[src/design/dqmq_pkg.sv]
// dqmq_pkg: shared types and field widths for the deque with middle query
// no dependencies

package dqmq_pkg;

   localparam int ACTION_W = 3;
   localparam int ITEM_W   = 32;
   localparam int COUNT_W  = 7;

   typedef enum logic [ACTION_W-1:0] {
      ACT_PUSH_BACK  = 3'd0,
      ACT_PUSH_FRONT = 3'd1,
      ACT_POP_BACK   = 3'd2,
      ACT_POP_FRONT  = 3'd3,
      ACT_QUERY      = 3'd4
   } action_type;

   typedef struct packed {
      logic refused;
      logic bypass;
   } s1_flags_type;

endpackage

[src/design/dqmq_ram.sv]
// dqmq_ram: generic single write port, single read port ram with registered read
// no dependencies

module dqmq_ram #(
   parameter int WIDTH = 32,
   parameter int DEPTH = 64
) (
   input  logic                     clock,
   input  logic                     wr_en,
   input  logic [$clog2(DEPTH)-1:0] wr_addr,
   input  logic [WIDTH-1:0]         wr_data,
   input  logic                     rd_en,
   input  logic [$clog2(DEPTH)-1:0] rd_addr,
   output logic [WIDTH-1:0]         rd_data
);

   logic [WIDTH-1:0] mem_ff [DEPTH];
   logic [WIDTH-1:0] rd_data_ff;

   always_ff @(posedge clock) begin
      if (wr_en) begin
         mem_ff[wr_addr] <= wr_data;
      end
      if (rd_en) begin
         rd_data_ff <= mem_ff[rd_addr];
      end
   end

   assign rd_data = rd_data_ff;

endmodule

[src/design/deque_with_middle_query_top.sv]
// deque_with_middle_query_top: ring-based deque of signed values with middle element report
// depends on dqmq_pkg and dqmq_ram
//
// usage:
//  - req channel: one transaction carries an action (push back, push front,
//    pop back, pop front, query; codes 5 to 7 act as query) and a value
//  - rsp channel: one transaction per request with the element at offset
//    count/2 from the front after the action, its valid flag, the empty
//    flag, the element count (low 7 bits) and a flag for a push refused on
//    a full ring
//  - response path: the pointers and count are updated and the ram is read
//    at the accepting edge; the result register is loaded from the second
//    stage when the output register is free or being taken by the receiver
//  - throughput: one transaction per cycle while the receiver takes responses, set by the single ram read port
//  - reset: the deque is empty, both pipeline stages are cleared; the ring
//    contents are not cleared, only written entries are ever reported
//  - when the receiver stalls, the result stays in the output register, the
//    second stage holds, and req_ready drops once both stages are full

module deque_with_middle_query_top #(
   parameter int DEPTH = 64
) (
   input  logic                                   clock,
   input  logic                                   reset,
   input  logic                                   req_valid,
   output logic                                   req_ready,
   input  logic [dqmq_pkg::ACTION_W-1:0]          req_action,
   input  logic signed [dqmq_pkg::ITEM_W-1:0]     req_item_value,
   output logic                                   rsp_valid,
   input  logic                                   rsp_ready,
   output logic signed [dqmq_pkg::ITEM_W-1:0]     rsp_middle_value,
   output logic                                   rsp_middle_valid,
   output logic                                   rsp_is_empty,
   output logic [dqmq_pkg::COUNT_W-1:0]           rsp_element_count,
   output logic                                   rsp_push_refused
);

   import dqmq_pkg::*;

   localparam int AW = $clog2(DEPTH);
   localparam int CW = $clog2(DEPTH + 1);

   logic [AW-1:0]     front_ff, front_in;
   logic [CW-1:0]     count_ff, count_in;
   logic              s1_valid_ff;
   logic [CW-1:0]     s1_count_ff;
   s1_flags_type      s1_flags_ff, s1_flags_in;
   logic [ITEM_W-1:0] s1_byp_data_ff;
   logic              rsp_valid_ff;
   logic [ITEM_W-1:0] rsp_middle_value_ff, rsp_middle_value_in;
   logic              rsp_middle_valid_ff;
   logic              rsp_is_empty_ff;
   logic [COUNT_W-1:0] rsp_element_count_ff;
   logic              rsp_push_refused_ff;

   logic              accept, s1_adv, full, empty;
   logic              wr_en;
   logic              push_refused, rd_bypass;
   logic [AW-1:0]     wr_addr, rd_addr, back_addr, front_dec, front_inc;
   logic [AW:0]       back_sum, mid_sum;
   logic [ITEM_W-1:0] rd_data;

   assign full   = (count_ff == CW'(DEPTH));
   assign empty  = (count_ff == '0);
   assign s1_adv = !rsp_valid_ff || rsp_ready;
   assign req_ready = !s1_valid_ff || s1_adv;
   assign accept = req_valid && req_ready;

   // ring positions
   always_comb begin
      back_sum = {1'b0, front_ff} + (AW+1)'(count_ff);
      if (back_sum >= (AW+1)'(DEPTH)) begin
         back_sum = back_sum - (AW+1)'(DEPTH);
      end
      back_addr = back_sum[AW-1:0];
      front_dec = (front_ff == '0) ? AW'(DEPTH - 1) : front_ff - AW'(1);
      front_inc = (front_ff == AW'(DEPTH - 1)) ? '0 : front_ff + AW'(1);
   end

   // action decode
   always_comb begin
      front_in = front_ff;
      count_in = count_ff;
      wr_en    = 1'b0;
      wr_addr  = back_addr;
      push_refused = 1'b0;
      unique case (action_type'(req_action))
         ACT_PUSH_BACK: begin
            if (full) begin
               push_refused = 1'b1;
            end else begin
               wr_en    = accept;
               count_in = count_ff + CW'(1);
            end
         end
         ACT_PUSH_FRONT: begin
            wr_addr = front_dec;
            if (full) begin
               push_refused = 1'b1;
            end else begin
               wr_en    = accept;
               front_in = front_dec;
               count_in = count_ff + CW'(1);
            end
         end
         ACT_POP_BACK: begin
            if (!empty) begin
               count_in = count_ff - CW'(1);
            end
         end
         ACT_POP_FRONT: begin
            if (!empty) begin
               front_in = front_inc;
               count_in = count_ff - CW'(1);
            end
         end
         default: begin
         end
      endcase
   end

   // middle entry address after the action
   always_comb begin
      mid_sum = {1'b0, front_in} + (AW+1)'(count_in >> 1);
      if (mid_sum >= (AW+1)'(DEPTH)) begin
         mid_sum = mid_sum - (AW+1)'(DEPTH);
      end
      rd_addr = mid_sum[AW-1:0];
      rd_bypass = wr_en && (wr_addr == rd_addr);
   end

   assign s1_flags_in = '{refused: push_refused, bypass: rd_bypass};

   dqmq_ram #(
      .WIDTH (ITEM_W),
      .DEPTH (DEPTH)
   ) u_ring (
      .clock   (clock),
      .wr_en   (wr_en),
      .wr_addr (wr_addr),
      .wr_data (req_item_value),
      .rd_en   (accept),
      .rd_addr (rd_addr),
      .rd_data (rd_data)
   );

   always_comb begin
      if (s1_count_ff == '0) begin
         rsp_middle_value_in = '0;
      end else if (s1_flags_ff.bypass) begin
         rsp_middle_value_in = s1_byp_data_ff;
      end else begin
         rsp_middle_value_in = rd_data;
      end
   end

   // control state
   always_ff @(posedge clock) begin
      if (reset) begin
         front_ff     <= '0;
         count_ff     <= '0;
         s1_valid_ff  <= 1'b0;
         rsp_valid_ff <= 1'b0;
      end else begin
         if (accept) begin
            front_ff <= front_in;
            count_ff <= count_in;
         end
         if (req_ready) begin
            s1_valid_ff <= accept;
         end
         if (s1_adv) begin
            rsp_valid_ff <= s1_valid_ff;
         end
      end
   end

   // payload
   always_ff @(posedge clock) begin
      if (accept) begin
         s1_count_ff    <= count_in;
         s1_flags_ff    <= s1_flags_in;
         s1_byp_data_ff <= req_item_value;
      end
      if (s1_adv && s1_valid_ff) begin
         rsp_middle_value_ff  <= rsp_middle_value_in;
         rsp_middle_valid_ff  <= (s1_count_ff != '0);
         rsp_is_empty_ff      <= (s1_count_ff == '0);
         rsp_element_count_ff <= COUNT_W'(s1_count_ff);
         rsp_push_refused_ff  <= s1_flags_ff.refused;
      end
   end

   assign rsp_valid         = rsp_valid_ff;
   assign rsp_middle_value  = rsp_middle_value_ff;
   assign rsp_middle_valid  = rsp_middle_valid_ff;
   assign rsp_is_empty      = rsp_is_empty_ff;
   assign rsp_element_count = rsp_element_count_ff;
   assign rsp_push_refused  = rsp_push_refused_ff;

endmodule
[config.mk]
export PLATFORM = sky130hd
export DESIGN_NAME = deque_with_middle_query_top
export DESIGN_NICKNAME = d
export VERILOG_FILES = /design/src/design/dqmq_pkg.sv /design/src/design/dqmq_ram.sv /design/src/design/deque_with_middle_query_top.sv
export SDC_FILE = /design/constraint.sdc
export NUM_CORES = 2
export LEC_CHECK = 0
export BUFFER_PORTS_ARGS = -buffer_cell sky130_fd_sc_hd__buf_2
export CORE_MARGIN = 2
export CORE_UTILIZATION = 55
export DETAILED_ROUTE_END_ITERATION = 8
export GPL_TIMING_DRIVEN = 0
export PLACE_DENSITY = 0.77
export SYNTH_ARGS = -nofsm -noshare
export SYNTH_HDL_FRONTEND = slang
export SYNTH_HIERARCHICAL = 1
export SYNTH_SLANG_ARGS = --single-unit
[constraint.sdc]
create_clock -name clock -period 11.3 [get_ports clock]
set_input_delay 1.695 -clock clock [delete_from_list [all_inputs] [get_ports clock]]
set_output_delay 1.695 -clock clock [all_outputs]
set_load 0.01 [all_outputs]
==> out/results.ini <==
[yosys]
ys_seq_area_share_pct=77.9
synth_ff_type=edfxtp_1
synthCells=3757
yosys_warnings=6
ys_ff_latch=2178
syn_avg_cell_area_um2=22.3
synth_top_area_share_pct=77.5
synth-async-reset-ratio_pct=0
synthesis.nets=3813
synth.area.top_cells=edfxtp_1 78%, mux4_2 15%, mux2i_1 1.5%
synth_edf_count=2163
netlist_area_um2=83800
synth_top_cell_by_area=edfxtp_1
synth_cell_types=74

[final_layout]
final_area_um2=95100
drive_gt1_share_pct=27.1
synthToLayoutAreaGrowth_pct=13.6
ff_latch_area_um2=65300
nets=4177
final_util_pct=62.8
fillers=9606
multiInputGateArea_um2=18000
final_cell_count_no_fill=6322

[setup_path]
cp_common_cell=a21oi_1
cp_max_fo=10
r2r_slack_ns=3.49
path_cells=inv_1, ha_1, or2b_4, nor3_1, a21oi_1, nor2_1, a21oi_1, ha_1, fa_1, buf_2, buf_2, buf_2, buf_1, nand3b_1, o221ai_1, a21oi_1, a21oi_1, nor2_1
critical_path.startpoint=count_ff[0]$_SDFFE_PP0P_
critPathBufInv=5
crit_family=buffers and inverters
reg2reg_depth=18
path_depth=18
crit_slowest_cell=buf_1
crit_end=u_ring/rd_data[19]$_DFFE_PP_
crit_path_max_incr_delay_ns=0.94
end_kind=flop
startpoint_type=flop
reg2reg_to=u_ring/rd_data[19]$_DFFE_PP_
crit-reg2reg-launch=count_ff[0]$_SDFFE_PP0P_
arrival_ns=8.38
worstSetupPathType=flop to flop
required_ns=11.87

[status]
outcome=finished with violations
violations=capacitance limit, slew limit

[placed_design]
io_buffers=82
placed_area_um2=88600
dp_cells=5944
dp_slack_ns=3.09
gp_congestion=0.946
dpl.hpwl_um=152000

[clocking]
cts-resized-gates=0
path_clk_slew_ns=0.07
tritoncts=yes
clock_path_buffers=3
cts_setup_buffers=0
htreeDepth=4
cts_hold_buffers=0
clkLatencyLatePin_ns=0.86
cts_inserted_buffers=204
cts_sinks=2178
cts_root_buffer=clkbuf_16

[sta]
tightest_slew_ns=1.65
setup_slack_ns=3.49
rsz0062_at_grt=no
fin_crit_sh_pct=69.1
report.final.setup_viol=0
tns_ns=0
holdWs_ns=0.421
slew_viol_final=12
period_minus_slack_ns=7.81
relSlewSlack_pct=-10.1
finClkSkew_ns=0.0454
fmaxAchievable_ghz=0.128
hold_viol=0

[detailed_routing]
routed_wl_um=255000
dr.pass1.iters=9
ant_nets=0
vias=45218
drt-initial-drc-count=8458
avgViaCountPerCell=7.15
wl_per_cell_um=40.3
drc_errors=0

[power]
power_mw=20.0
p_per_area_nw_per_um2=211
p_leak_nw=29.5
peakVddDrop_uv=160

[floorplan]
placementRows=143
chipHeight_um=394
die_w_um=394
start_util_pct=55.3
fp.coreArea_um2=152000
die_area_um2=155000
ioPinCount=83

[global_route]
track_usage_pct=32.8
grt_pass1_wl_um=348000
antenna_found_initial=16
first_global_vias=44785
grt_overflow=0
grt_max_degree=66

[flow_run]
maxCapViolCount=1

[hold_path]
hp-class=flop to flop

==> flip-flops by register name, indices dropped and copies added (netlist names) <==
name	count
rsp_element_count	7
rsp_valid	1
rsp_middle_valid	1
s1_count_ff	7
rsp_is_empty	1
u_ring/mem_ff	2048
front_ff	6
rsp_push_refused	1
count_ff	7
u_ring/rd_data	32
s1_flags_ff	2
s1_byp_data_ff	32
s1_valid_ff	1
rsp_middle_value	32
==> report_power, final <==
group          total [mW]  internal, mW  leakage (nW)  switching [mW]
clock network        6.73          3.74          3.17            2.99
registers            9.05          9.02          19.6          0.0332
logic                4.25          1.55          6.71            2.70
==> cells in the mapped netlist, drive strengths merged, types with 3 or more instances <==
library cell and count:
a21boi 3, a21o 5, a21oi 92, a22oi 12
a311oi 12, a31oi 5, a41o 5, and2 3
and3 10, buf 114, clkbuf 90, dfxtp 15
edfxtp 2163, ha 15, inv 12, mux2i 127
mux4 544, nand2 57, nand2b 11, nand3 14
nand3b 6, nand4 3, nor2 196, nor2b 18
nor3 22, nor4 3, o21a 4, o21ai 13
o21bai 3, o221ai 29, o22ai 84, o31ai 3
o32ai 4, or2 5, or3 7, or3b 6
xnor2 11
==> layout by cell type, fill, tap and decap left out, drive strengths merged, types with 11 or more instances in the layout <==
cell type | netlist | routed
edfxtp | 2163 | 2163
mux4 | 544 | 544
clkbuf | 90 | 339
buf | 114 | 272
nor2 | 196 | 196
mux2i | 127 | 127
a21oi | 92 | 92
clkinv | 0 | 92
o22ai | 84 | 84
nand2 | 57 | 57
o221ai | 29 | 29
nor3 | 22 | 22
inv | 12 | 21
nor2b | 18 | 18
bufinv | 0 | 17
ha | 15 | 15
dfxtp | 15 | 15
nand3 | 14 | 14
o21ai | 13 | 13
a311oi | 12 | 12
a22oi | 12 | 12
nand2b | 11 | 11
xnor2 | 11 | 11
==> cells by family after synthesis <==
group	share of synthesized area, %
compound gates	2.27
xor+xnor	0.136
fa+ha+maj	0.272
buf+inv	1.22
flops	77.9
mux	16.2
simple gates	2.05
==> area by class of cell <==
type	instances	area share (%)
antenna	6	0.0158
buffer	204	1.03
clock buffer	249	5.61
clock inverter	122	1.17
inverter	12	0.0473
multi-input combinational	1363	18.9
sequential	2178	68.6
tap	2030	2.67
timing repair buffer	158	1.98
==> metal layers <==
metal	wire (µm)	track usage, %	vias to the layer above
met1	80000	41.2	23129
met3	38800	10.5	969
met5	61	0	-
met2	117000	50.1	4494
li1	-	-	16616
met4	19200	20.2	10
==> worst register-to-register path: cells and delay by family, from the launching register on <==
| kind | cells | cell delay, ns |
|---|---|---|
| flip-flops | 1 | 0.43 |
| AND/OR/NAND/NOR | 5 | 1.96 |
| AO/OA/AOI/OAI | 5 | 1.65 |
| buffers and inverters | 5 | 2.45 |
| adder cells (fa/ha/maj) | 3 | 1.06 |
==> how the worst min path moves through the flow <==
stage	slack, ns	cells past startpoint	start	to
4_1_cts	0.42	0	s1_flags_ff[1]$_SDFFCE_PN0P_	rsp_push_refused$_DFFE_PP_
6_report	0.42	0	s1_flags_ff[1]$_SDFFCE_PN0P_	rsp_push_refused$_DFFE_PP_
3_5_place_dp	0.41	0	s1_flags_ff[1]$_SDFFCE_PN0P_	rsp_push_refused$_DFFE_PP_
5_1_grt	0.43	0	s1_flags_ff[1]$_SDFFCE_PN0P_	rsp_push_refused$_DFFE_PP_
2_1_floorplan	0.40	0	s1_flags_ff[1]$_SDFFCE_PN0P_	rsp_push_refused$_DFFE_PP_
3_3_place_gp	0.40	0	s1_flags_ff[1]$_SDFFCE_PN0P_	rsp_push_refused$_DFFE_PP_
Power figures use the tool's default switching activity.
